==> config.mk <==
export PLATFORM = sky130hd
export DESIGN_NAME = dhcp_option_tlv_parser_top
export DESIGN_NICKNAME = d
export VERILOG_FILES = /design/src/hdl/dhcp_tlv_pkg.sv /design/src/hdl/dhcp_tlv_core.sv /design/src/hdl/dhcp_tlv_out_buf.sv /design/src/hdl/dhcp_option_tlv_parser_top.sv
export SDC_FILE = /design/constraint.sdc
export NUM_CORES = 1
export LEC_CHECK = 0
export BUFFER_PORTS_ARGS = -buffer_cell sky130_fd_sc_hd__clkbuf_2
export CAP_MARGIN = 20
export CORE_MARGIN = 2
export CORE_UTILIZATION = 58
export CTS_BUF_LIST = sky130_fd_sc_hd__clkbuf_2
export DETAILED_ROUTE_END_ITERATION = 10
export PLACE_DENSITY_LB_ADDON = 0.15
export SLEW_MARGIN = 25
export SYNTH_ARGS = -nofsm -noshare
export SYNTH_HDL_FRONTEND = slang
export SYNTH_SLANG_ARGS = --single-unit
export TNS_END_PERCENT = 30
==> constraint.sdc <==
create_clock -name clk -period 15.9 [get_ports clk]
set_input_delay 0.795 -clock clk [delete_from_list [all_inputs] [get_ports clk]]
set_output_delay 0.795 -clock clk [all_outputs]
set_load 0.01 [all_outputs]
==> src/hdl/dhcp_tlv_pkg.sv <==
// Shared types and constants for the DHCP options TLV parser.
// Used by the parser core, the result buffer and the top level; no dependencies.
`default_nettype none

package dhcp_tlv_pkg;

    // Option codes that the parser acts on.
    localparam logic [7:0] OPT_PAD       = 8'd0;
    localparam logic [7:0] OPT_SUBNET    = 8'd1;
    localparam logic [7:0] OPT_ROUTER    = 8'd3;
    localparam logic [7:0] OPT_DNS       = 8'd6;
    localparam logic [7:0] OPT_LEASE     = 8'd51;
    localparam logic [7:0] OPT_MSG_TYPE  = 8'd53;
    localparam logic [7:0] OPT_SERVER_ID = 8'd54;
    localparam logic [7:0] OPT_RENEW     = 8'd58;
    localparam logic [7:0] OPT_REBIND    = 8'd59;
    localparam logic [7:0] OPT_END       = 8'd255;

    // Number of 32-bit values kept and their slots in the found mask.
    localparam int NUM_SLOTS = 7;
    localparam logic [2:0] SLOT_SUBNET    = 3'd0;
    localparam logic [2:0] SLOT_ROUTER    = 3'd1;
    localparam logic [2:0] SLOT_DNS       = 3'd2;
    localparam logic [2:0] SLOT_LEASE     = 3'd3;
    localparam logic [2:0] SLOT_SERVER_ID = 3'd4;
    localparam logic [2:0] SLOT_RENEW     = 3'd5;
    localparam logic [2:0] SLOT_REBIND    = 3'd6;

    // Value bytes kept per option and the required lengths.
    localparam logic [7:0] VALUE_BYTES  = 8'd4;
    localparam logic [7:0] MSG_TYPE_LEN = 8'd1;

    // Width of the packed result on the output stream.
    localparam int RESULT_BITS = 8 + NUM_SLOTS * 32 + NUM_SLOTS;
    localparam int RESULT_TDATA_BITS = ((RESULT_BITS + 7) / 8) * 8;

    // Walker phase, one-hot.
    typedef enum logic [3:0] {
        PH_TYPE  = 4'b0001,
        PH_LEN   = 4'b0010,
        PH_VALUE = 4'b0100,
        PH_DONE  = 4'b1000
    } phase_t;

    // One result item.
    typedef struct packed {
        logic [NUM_SLOTS-1:0]             found_mask;
        logic [NUM_SLOTS-1:0][31:0]       values;
        logic [7:0]                       message_type;
    } result_t;

    // Occupancy of the result buffer.
    typedef struct packed {
        logic out_valid;
        logic skid_valid;
    } buf_status_t;

endpackage

`default_nettype wire

==> src/hdl/dhcp_tlv_core.sv <==
// Parser core: walker state registers and the per-byte next-state logic.
// Depends on dhcp_tlv_pkg for option codes, phase type and result struct.
`default_nettype none

module dhcp_tlv_core (
    input  wire logic                  clk,
    input  wire logic                  rst_n,
    input  wire logic                  byte_fire,
    input  wire logic [7:0]            data_byte,
    input  wire logic                  last_byte,
    output logic                       res_valid,
    output dhcp_tlv_pkg::result_t      res_data,
    output dhcp_tlv_pkg::phase_t       phase
);

    dhcp_tlv_pkg::phase_t phase_reg, phase_next;
    logic [7:0]  opt_reg, opt_next;
    logic [7:0]  len_reg, len_next;
    logic [7:0]  seen_reg, seen_next;
    logic [7:0]  seen_inc;
    logic [31:0] acc_reg, acc_next;
    logic [7:0]  mtype_reg, mtype_next;
    logic [dhcp_tlv_pkg::NUM_SLOTS-1:0][31:0] vals_reg, vals_next;
    logic [dhcp_tlv_pkg::NUM_SLOTS-1:0]       found_reg, found_next;
    logic        commit;
    logic        slot_ok;
    logic [2:0]  slot_sel;

    // Walk one byte through the record state.
    always_comb
    begin
        phase_next = phase_reg;
        opt_next   = opt_reg;
        len_next   = len_reg;
        seen_next  = seen_reg;
        acc_next   = acc_reg;
        commit     = 1'b0;
        seen_inc   = seen_reg + 8'd1;
        unique case (phase_reg)
            dhcp_tlv_pkg::PH_TYPE:
            begin
                if (data_byte == dhcp_tlv_pkg::OPT_END) begin
                    phase_next = dhcp_tlv_pkg::PH_DONE;
                end else if (data_byte != dhcp_tlv_pkg::OPT_PAD) begin
                    opt_next   = data_byte;
                    phase_next = dhcp_tlv_pkg::PH_LEN;
                end
            end
            dhcp_tlv_pkg::PH_LEN:
            begin
                len_next  = data_byte;
                seen_next = 8'd0;
                acc_next  = 32'd0;
                // A zero-length record ends here and never qualifies.
                if (data_byte == 8'd0) begin
                    phase_next = dhcp_tlv_pkg::PH_TYPE;
                end else begin
                    phase_next = dhcp_tlv_pkg::PH_VALUE;
                end
            end
            dhcp_tlv_pkg::PH_VALUE:
            begin
                if (seen_reg < dhcp_tlv_pkg::VALUE_BYTES) begin
                    acc_next = {acc_reg[23:0], data_byte};
                end
                seen_next = seen_inc;
                if (seen_inc >= len_reg) begin
                    commit     = 1'b1;
                    phase_next = dhcp_tlv_pkg::PH_TYPE;
                end
            end
            dhcp_tlv_pkg::PH_DONE:
            begin
                phase_next = dhcp_tlv_pkg::PH_DONE;
            end
            default:
            begin
                phase_next = dhcp_tlv_pkg::PH_TYPE;
            end
        endcase
    end

    // Decide where a finished record goes and whether its length qualifies.
    always_comb
    begin
        slot_sel   = dhcp_tlv_pkg::SLOT_SUBNET;
        slot_ok    = 1'b0;
        mtype_next = mtype_reg;
        vals_next  = vals_reg;
        found_next = found_reg;
        unique case (opt_reg)
            dhcp_tlv_pkg::OPT_MSG_TYPE:
            begin
                if (commit && len_reg == dhcp_tlv_pkg::MSG_TYPE_LEN) begin
                    mtype_next = acc_next[7:0];
                end
            end
            dhcp_tlv_pkg::OPT_SUBNET:
            begin
                slot_sel = dhcp_tlv_pkg::SLOT_SUBNET;
                slot_ok  = (len_reg == dhcp_tlv_pkg::VALUE_BYTES);
            end
            dhcp_tlv_pkg::OPT_ROUTER:
            begin
                slot_sel = dhcp_tlv_pkg::SLOT_ROUTER;
                slot_ok  = (len_reg >= dhcp_tlv_pkg::VALUE_BYTES);
            end
            dhcp_tlv_pkg::OPT_DNS:
            begin
                slot_sel = dhcp_tlv_pkg::SLOT_DNS;
                slot_ok  = (len_reg >= dhcp_tlv_pkg::VALUE_BYTES);
            end
            dhcp_tlv_pkg::OPT_LEASE:
            begin
                slot_sel = dhcp_tlv_pkg::SLOT_LEASE;
                slot_ok  = (len_reg == dhcp_tlv_pkg::VALUE_BYTES);
            end
            dhcp_tlv_pkg::OPT_SERVER_ID:
            begin
                slot_sel = dhcp_tlv_pkg::SLOT_SERVER_ID;
                slot_ok  = (len_reg == dhcp_tlv_pkg::VALUE_BYTES);
            end
            dhcp_tlv_pkg::OPT_RENEW:
            begin
                slot_sel = dhcp_tlv_pkg::SLOT_RENEW;
                slot_ok  = (len_reg == dhcp_tlv_pkg::VALUE_BYTES);
            end
            dhcp_tlv_pkg::OPT_REBIND:
            begin
                slot_sel = dhcp_tlv_pkg::SLOT_REBIND;
                slot_ok  = (len_reg == dhcp_tlv_pkg::VALUE_BYTES);
            end
            default:
            begin
                slot_ok = 1'b0;
            end
        endcase
        if (commit && slot_ok) begin
            vals_next[slot_sel]  = acc_next;
            found_next[slot_sel] = 1'b1;
        end
    end

    // The result leaves with the final byte, built from the updated state.
    assign res_valid             = byte_fire && last_byte;
    assign res_data.message_type = mtype_next;
    assign res_data.values       = vals_next;
    assign res_data.found_mask   = found_next;
    assign phase                 = phase_reg;

    // State registers; the final byte returns everything to reset values.
    always_ff @(posedge clk or negedge rst_n)
    begin
        if (!rst_n) begin
            phase_reg <= dhcp_tlv_pkg::PH_TYPE;
            opt_reg   <= 8'd0;
            len_reg   <= 8'd0;
            seen_reg  <= 8'd0;
            acc_reg   <= 32'd0;
            mtype_reg <= 8'd0;
            vals_reg  <= '0;
            found_reg <= '0;
        end else if (byte_fire) begin
            if (last_byte) begin
                phase_reg <= dhcp_tlv_pkg::PH_TYPE;
                opt_reg   <= 8'd0;
                len_reg   <= 8'd0;
                seen_reg  <= 8'd0;
                acc_reg   <= 32'd0;
                mtype_reg <= 8'd0;
                vals_reg  <= '0;
                found_reg <= '0;
            end else begin
                phase_reg <= phase_next;
                opt_reg   <= opt_next;
                len_reg   <= len_next;
                seen_reg  <= seen_next;
                acc_reg   <= acc_next;
                mtype_reg <= mtype_next;
                vals_reg  <= vals_next;
                found_reg <= found_next;
            end
        end
    end

endmodule

`default_nettype wire

==> src/hdl/dhcp_tlv_out_buf.sv <==
// Two-entry result buffer: output register plus a skid register.
// Depends on dhcp_tlv_pkg for the result struct and status type.
`default_nettype none

module dhcp_tlv_out_buf (
    input  wire logic                     clk,
    input  wire logic                     rst_n,
    input  wire logic                     push,
    input  wire dhcp_tlv_pkg::result_t    push_data,
    output logic                          can_push,
    output logic                          out_valid,
    input  wire logic                     out_ready,
    output dhcp_tlv_pkg::result_t         out_data,
    output dhcp_tlv_pkg::buf_status_t     status
);

    logic                  out_valid_reg, out_valid_next;
    logic                  skid_valid_reg, skid_valid_next;
    dhcp_tlv_pkg::result_t out_data_reg, out_data_next;
    dhcp_tlv_pkg::result_t skid_data_reg, skid_data_next;
    logic                  out_free;

    // Results move out of the skid first so order is kept.
    always_comb
    begin
        out_free        = !out_valid_reg || out_ready;
        out_valid_next  = out_valid_reg;
        skid_valid_next = skid_valid_reg;
        out_data_next   = out_data_reg;
        skid_data_next  = skid_data_reg;
        if (out_free) begin
            if (skid_valid_reg) begin
                out_data_next   = skid_data_reg;
                out_valid_next  = 1'b1;
                skid_valid_next = 1'b0;
            end else if (push) begin
                out_data_next  = push_data;
                out_valid_next = 1'b1;
            end else begin
                out_valid_next = 1'b0;
            end
        end else if (push) begin
            skid_data_next  = push_data;
            skid_valid_next = 1'b1;
        end
    end

    // Control bits take reset; payload does not.
    always_ff @(posedge clk or negedge rst_n)
    begin
        if (!rst_n) begin
            out_valid_reg  <= 1'b0;
            skid_valid_reg <= 1'b0;
        end else begin
            out_valid_reg  <= out_valid_next;
            skid_valid_reg <= skid_valid_next;
        end
    end

    always_ff @(posedge clk)
    begin
        out_data_reg  <= out_data_next;
        skid_data_reg <= skid_data_next;
    end

    assign can_push          = !skid_valid_reg;
    assign out_valid         = out_valid_reg;
    assign out_data          = out_data_reg;
    assign status.out_valid  = out_valid_reg;
    assign status.skid_valid = skid_valid_reg;

endmodule

`default_nettype wire

==> src/hdl/dhcp_option_tlv_parser_top.sv <==
// Top level of the DHCP options TLV parser: stream ports, core and result buffer.
// Depends on dhcp_tlv_pkg, dhcp_tlv_core and dhcp_tlv_out_buf.
//
//  Channel   Direction  Transaction                     Payload
//  s_axis    in         one byte of the options area    tdata = data_byte, tlast = last_byte
//  m_axis    out        one parsed options area         tdata = packed result, see port
//
// One byte is taken per cycle while s_axis_tready is high; the walker state updates in the same cycle.
// A result enters the buffer as the byte with tlast is taken, behind any result held there.
// Reset returns the walker to expect an option code and empties the buffer.
// The buffer holds two results, so s_axis keeps flowing while one result
// waits; s_axis_tready drops only when both entries are full.
`default_nettype none

module dhcp_option_tlv_parser_top (
    input  wire logic        clk,
    input  wire logic        rst_n,
    input  wire logic        s_axis_tvalid,
    output logic             s_axis_tready,
    input  wire logic [7:0]  s_axis_tdata,   // [7:0] data_byte
    input  wire logic        s_axis_tlast,   // last_byte
    output logic             m_axis_tvalid,
    input  wire logic        m_axis_tready,
    // [7:0] message_type, [39:8] subnet_value, [71:40] router_value,
    // [103:72] dns_value, [135:104] lease_seconds, [167:136] server_id_value,
    // [199:168] renew_seconds, [231:200] rebind_seconds, [238:232] found_mask,
    // [239] zero
    output logic [dhcp_tlv_pkg::RESULT_TDATA_BITS-1:0] m_axis_tdata
);

    logic                      s_fire;
    logic                      res_valid;
    dhcp_tlv_pkg::result_t     res_data;
    dhcp_tlv_pkg::result_t     out_data;
    dhcp_tlv_pkg::phase_t      phase;
    dhcp_tlv_pkg::buf_status_t buf_status;
    logic                      can_push;

    assign s_axis_tready = can_push;
    assign s_fire        = s_axis_tvalid && s_axis_tready;

    // Record walker.
    dhcp_tlv_core u_core (
        .clk       (clk),
        .rst_n     (rst_n),
        .byte_fire (s_fire),
        .data_byte (s_axis_tdata),
        .last_byte (s_axis_tlast),
        .res_valid (res_valid),
        .res_data  (res_data),
        .phase     (phase)
    );

    // Result buffer.
    dhcp_tlv_out_buf u_out_buf (
        .clk       (clk),
        .rst_n     (rst_n),
        .push      (res_valid),
        .push_data (res_data),
        .can_push  (can_push),
        .out_valid (m_axis_tvalid),
        .out_ready (m_axis_tready),
        .out_data  (out_data),
        .status    (buf_status)
    );

    // The struct packs in stream order; pad the top up to whole bytes.
    assign m_axis_tdata = {
        {(dhcp_tlv_pkg::RESULT_TDATA_BITS - dhcp_tlv_pkg::RESULT_BITS){1'b0}},
        out_data
    };

    // A waiting skid entry always has an occupied output register ahead of it.
    assert property (@(posedge clk) disable iff (!rst_n)
        buf_status.skid_valid |-> buf_status.out_valid)
        else $error("skid entry held with empty output register");

    // A new result on the output follows a final byte taken the cycle before.
    assert property (@(posedge clk) disable iff (!rst_n)
        $rose(m_axis_tvalid) |-> $past(s_fire && s_axis_tlast))
        else $error("result appeared without a final byte");

    // After a final byte the walker restarts at an option code.
    assert property (@(posedge clk) disable iff (!rst_n)
        (s_fire && s_axis_tlast) |=> (phase == dhcp_tlv_pkg::PH_TYPE))
        else $error("walker not restarted after final byte");

endmodule

`default_nettype wire
### After elaboration in Yosys (flattened, before gate mapping)

Cells that the tools add are included.

| word-level totals | value |
|---|---|
| output and inout port bits | 242 |
| logic and storage cells | 123 |
| bits in registers | 779 |
| input bits | 13 |

| cells by class | value |
|---|---|
| bitwise gates (word level) | 2 |
| add/sub/neg operators | 1 |
| eq/ne operators | 18 |
| mux-type cells | 39 |
| order comparisons | 5 |
| reduce and logical (&&, ||, !) cells | 24 |

Operators with widths:

| operator | number |
|---|---|
| 2-to-1 mux 239 bit | 2 |
| 2-to-1 mux 224 bit | 2 |
| bitwise mux 224 bit | 1 |
| demux 32 bit (select 3 bit) | 1 |
| 2-to-1 mux 32 bit | 3 |
| 2-to-1 mux 8 bit | 10 |
| case mux 32 bit (2 select lines) | 1 |
| == test 8 x 6 -> 1 bit (second input constant) | 5 |
| case mux 3 bit (6 select lines) | 1 |
| == test 8 x 1 -> 1 bit (second input constant) | 2 |
| == test 8 x 3 -> 1 bit (second input constant) | 2 |
| 2-to-1 mux 4 bit | 4 |
| case mux 4 bit (4 select lines) | 1 |
| case mux 8 bit (2 select lines) | 1 |
| 2-to-1 mux 7 bit | 2 |
| nonzero test 2 bit | 5 |
| adder 8 x 1 -> 8 bit (second input constant) | 1 |
| == test 8 x 2 -> 1 bit (second input constant) | 1 |
| == test 8 bit (second input constant) | 1 |
| greater-or-equal comparator 8 x 3 -> 1 bit (second input constant) | 1 |
| greater-or-equal comparator 8 bit | 1 |
| logical NOT 8 bit | 1 |
| less-than comparator 8 x 3 -> 1 bit (second input constant) | 1 |
| AND reduction 2 bit | 4 |
| other kinds (24) | 35 |

### Longest topological paths before layout

| depth | value |
|---|---|
| depth after elaboration | 10 |
| gate-level depth with buffers | 15 |
| depth with buffers taken out | 12 |

### By module

From an unflattened synthesis, not the netlist that was laid out.

| second synthesis, totals | value |
|---|---|
| cell total of the unflattened synthesis | 2290 |
| area total of the unflattened synthesis | 33304.4 µm² |

Modules (own cells, without submodules):

| module | area an instance (µm²) | times used | cells an instance | seq. area each (µm²) |
|---|---|---|---|---|
| dhcp_tlv_out_buf | 18124.9 | 1 | 756 | 14403.8 |
| dhcp_tlv_core | 15162.0 | 1 | 1531 | 7483.4 |
| dhcp_option_tlv_parser_top | 17.5 | 1 | 3 | 0.0 |

### Least setup slack after synthesis

Ideal clock, no wire load.

| timing | value |
|---|---|
| path kind | input port to flip-flop |
| start point | in s_axis_tlast |
| end point | reg u_out_buf.out_data_reg (netlist bit u_out_buf.out_data[0]) (enable) |
| slack | 1.726 ns |
| path buffers | 3 |
| setup time | 0.919 ns |
| arrival time | 13.255 ns |
| data required time | 14.981 ns |
| stages on the path | 5 |
| cell sequence | clkbuf_1 > clkbuf_1 > clkbuf_1 > a21oi_1 > a21oi_1 |

| between the ends | value |
|---|---|
| cells in the longest elaborated chain, start to end | 3 |

Ends and longest elaborated chain:

| element | line | text |
|---|---|---|
| start, declared | dhcp_option_tlv_parser_top.sv:21 | `input wire logic s_axis_tlast,` |
| logical AND 1 bit | dhcp_tlv_core.sv:145 | `assign res_valid = byte_fire && last_byte;` |
| nonzero test 2 bit (no source line) | n/a |  |
| AND reduction 2 bit (no source line) | n/a |  |
| end signal, assigned | dhcp_tlv_out_buf.sv:62 | `out_data_reg <= out_data_next;` |
| end, declared | dhcp_tlv_out_buf.sv:19 | `dhcp_tlv_pkg::result_t out_data_reg, out_data_next;` |

No other way between the ends.
A chain may end at the register's enable or synchronous reset.

### Worst setup path after layout

| timing | value |
|---|---|
| start point | reg u_out_buf.skid_valid_reg |
| end point | reg u_core.vals_reg[146] (netlist name) |

| between the ends | value |
|---|---|
| cells in the longest elaborated chain, start to end | 2 |

Ends and longest elaborated chain:

| element | line | text |
|---|---|---|
| start, declared | dhcp_tlv_out_buf.sv:18 | `logic skid_valid_reg, skid_valid_next;` |
| start signal, assigned | dhcp_tlv_out_buf.sv:56 | `skid_valid_reg <= skid_valid_next;` |
| logical NOT 1 bit | dhcp_tlv_out_buf.sv:66 | `assign can_push = !skid_valid_reg;` |
| logical AND 1 bit | dhcp_option_tlv_parser_top.sv:40 | `assign s_fire = s_axis_tvalid && s_axis_tready;` |
| end signal, assigned | dhcp_tlv_core.sv:180 | `vals_reg <= vals_next;` |
| end, declared | dhcp_tlv_core.sv:23 | `logic [dhcp_tlv_pkg::NUM_SLOTS-1:0][31:0] vals_reg, vals_next;` |

No other way between the ends.

==> results.toml <==
[logic_synthesis]
synth_area_mm2 = 0.0335
synthFlopType = "edfxtp_1"
synth_nets = 2940
async_flop_share_pct = 38.6
synthTopCellsByCount = "edfxtp_1, nand2_1, nor2_1"
avgSynthCellArea_um2 = 11.5
synth_enable_flop_cells = 478
yosysWarnings = 0
synth_top_area_share_pct = 42.9
yosys.area.top_type = "edfxtp_1"
ys_seq_area_share_pct = 65.4
netlist_top_cells_area = "edfxtp_1, dfrtp_1, nand2_1"
ys_types = 61
netlist_instances = 2918
ys_ff_latch = 779
yosysMostFrequentCell = "edfxtp_1"

[global_routing]
grt_pass1_vias = 24300
grt_pass1_wl_mm = 143
grt_use_total_pct = 31.6
grt_start_max_net_pins = 180
globalRouteOverflowTotal = 0
grt_antenna_before_repair = 2

[sta]
maxSlewHeadroom_pct = 22.9
fmax_ghz = 0.208
finalCriticalPeriod_ps = 4820
post-route-period-util_pct = 30.3
slew_viol_final = 0
setup_viol = 0
hold_viol = 0
fin_worst_skew_ps = 99.2
worstMarginPinSlew_ps = 1150
rsz0062_at_grt = "no"
tns_ps = 0

[critical_path]
arrival_ps = 6070
slowest_delay_ps = 970
cp_slowest_cell = "nor2_1"
path_buf_inv = 1
critPathTopFamily = "simple AND/OR/NAND/NOR gates"
required_ps = 17150
criticalPathCategory = "reg2reg"
end_kind = "flip-flop"
cp_cell_sequence = "inv_2 -> nand2_4 -> nor2_1 -> nand2_1 -> o21ai_0"
cp_max_fo = 99
worst_setup_path_start_kind = "flip-flop"

[cts]
path_clk_slew_ps = 90
cts.sinks = 779
cts_made_buffers = 188
htree_levels = 4
clk_root_buffer_cell = "clkbuf_2"
clockBufferDepth = 3
insertion_delay_ps = 1450
cts_setup_buffers = 0
cts_tree = "built"

[detailed_routing]
drtIter0Drc = 3126
wl_per_cell_um = 22.6
routed_wl_mm = 94.0
vias = 25200
drcViolationCount = 0
vias_per_cell = 6.06
drt_pass1_iterations = 8
drtAntennaViolNets = 0

[outcome]
status = "completed"

[finish]
multiInputGateArea_mm2 = 0.0105
fillers = 4555
nets = 3246
drive_gt1_share_pct = 20.5
regArea_mm2 = 0.0219
syn_to_final_growth_pct = 12.0
final_cell_count_no_fill = 4154
postLayoutCoreUtil_pct = 65.3

[power_and_ir_drop]
switching_share_pct = 27.2
p_switching_uw = 1080
ir_worst_vdd_v = 0.0000659
p_leak_uw = 0.0156
seq_power_share_pct = 57.3
power_frac_clock_pct = 35.1
p_int_uw = 2900
combPwrFrac_pct = 7.6
power_density_mw_per_mm2 = 106

[floorplan]
die_area_mm2 = 0.0596
core_mm2 = 0.0574
rows = 88
die_h_um = 244
ioPinCount = 255
fp.dieW_um = 244
initial_core_util_pct = 58.3

[placed_design]
hpwl_mm = 58.6
gp_congestion = 0.921
io_buffers = 253
dp_cells = 3781

[hold_path]
hold_class = "in2reg"

[flow_run]
maxCapViolations = 0
-- cells in the final DEF (no fill, tap or decap), drive strengths merged, types with 6 or more instances in the layout --
| master | synthesis | routed |
|---|---|---|
| ha | 9 | 9 |
| clkinv | 0 | 41 |
| and2 | 33 | 33 |
| nor2 | 391 | 391 |
| o21a | 36 | 36 |
| nor3 | 11 | 11 |
| o21ai | 261 | 261 |
| clkbuf | 152 | 552 |
| and3 | 6 | 6 |
| edfxtp | 478 | 478 |
| mux2i | 90 | 90 |
| a32o | 7 | 7 |
| o311ai | 27 | 27 |
| inv | 81 | 83 |
| a21oi | 43 | 43 |
| dlygate4sd3 | 0 | 15 |
| o31ai | 144 | 144 |
| nor4b | 6 | 6 |
| nand3 | 37 | 37 |
| or3 | 7 | 7 |
| buf | 55 | 56 |
| nor4 | 75 | 75 |
| nand4 | 10 | 10 |
| dfrtp | 300 | 300 |
| a22o | 114 | 114 |
| o2bb2ai | 32 | 32 |
| mux2 | 16 | 16 |
| nand2 | 450 | 450 |
-- path summary, 6_finish.rpt --
check	start	end	slack [ps]	depth (start not counted)
setup / recovery	u_out_buf.skid_valid_reg	u_core.vals_reg[146]	11080	5
hold / removal	s_axis_tdata[0]	u_core.opt_reg[0]	270	3
min in group asynchronous	rst_n	u_core.vals_reg[28]	580	4
hold reg to reg	u_core.vals_reg[157]	u_core.vals_reg[157]	490	2
setup reg to reg	u_out_buf.skid_valid_reg	u_core.vals_reg[146]	11080	5
max in group asynchronous	rst_n	u_core.vals_reg[137]	14500	4
-- what timing repair did --
action | CTS | global route
gates resized for setup | 0 | 0
hold endpoints to repair | 121 | 0
hold buffers | 16 | 0
-- layer usage --
layer	global-route usage [%]	wire, um	up-vias	part of all wire, %
li1	-	-	11300	-
met1	43.9	37800	12200	40
met2	46.6	42200	1455	45
met3	8.48	10000	229	11
met4	14.9	3990	0	4.2
met5	0	0	-	0
-- final cells by class --
cell class / instances / share of cell area, %
Clock inverter: 53 / 0.989
Sequential cell: 779 / 58.4
Clock buffer: 300 / 4.01
Multi-Input combinational cell: 1851 / 28.1
Inverter: 81 / 0.812
Timing Repair Buffer: 323 / 5.12
Antenna cell: 2 / 0.0134
Tap cell: 765 / 2.55
-- power groups by stage --
| stage | combinational, uW | sequential [uW] | clock, uW |
|---|---|---|---|
| after CTS | 300 | 2280 | 1420 |
| after global routing | 329 | 2290 | 1520 |
| after global placement | 287 | 2320 | 0 |
| final | 304 | 2280 | 1400 |
| after floorplan | 156 | 2350 | 0 |
| after detailed placement | 295 | 2330 | 0 |
-- per-stage QoR --
stage	instance area (um2)	worst slack [ps]	total power [uW]	hold WS [ps]
after floorplan	33500	1730	2510	447
after global placement	35300	11560	2610	462
after detailed placement	35300	11310	2620	469
after CTS	37400	11260	4000	117
after global routing	37500	10850	4140	191
final	37500	11080	3980	273
-- tightest hold or removal path: cells and delay by family --
family                 cells  cell delay, ps
AO/OA/AOI/OAI              1             140
buffers and inverters      2             690
-- logic make-up (layout without fill, tap and decap cells) --
kind of cell	Yosys count	count (layout)	synth area share (%)
xor gates and xnor gates	7	7	0.183
DFF	779	779	65.4
adders and majority gates	9	9	0.337
and+or+nand+nor	1047	1047	13.4
AOI/OAI and AO/OA	681	681	13.7
other	1	3	0.0112
buffers and inverters	288	757	3.65
muxes	106	106	3.23
Power figures use the tool's default switching activity.
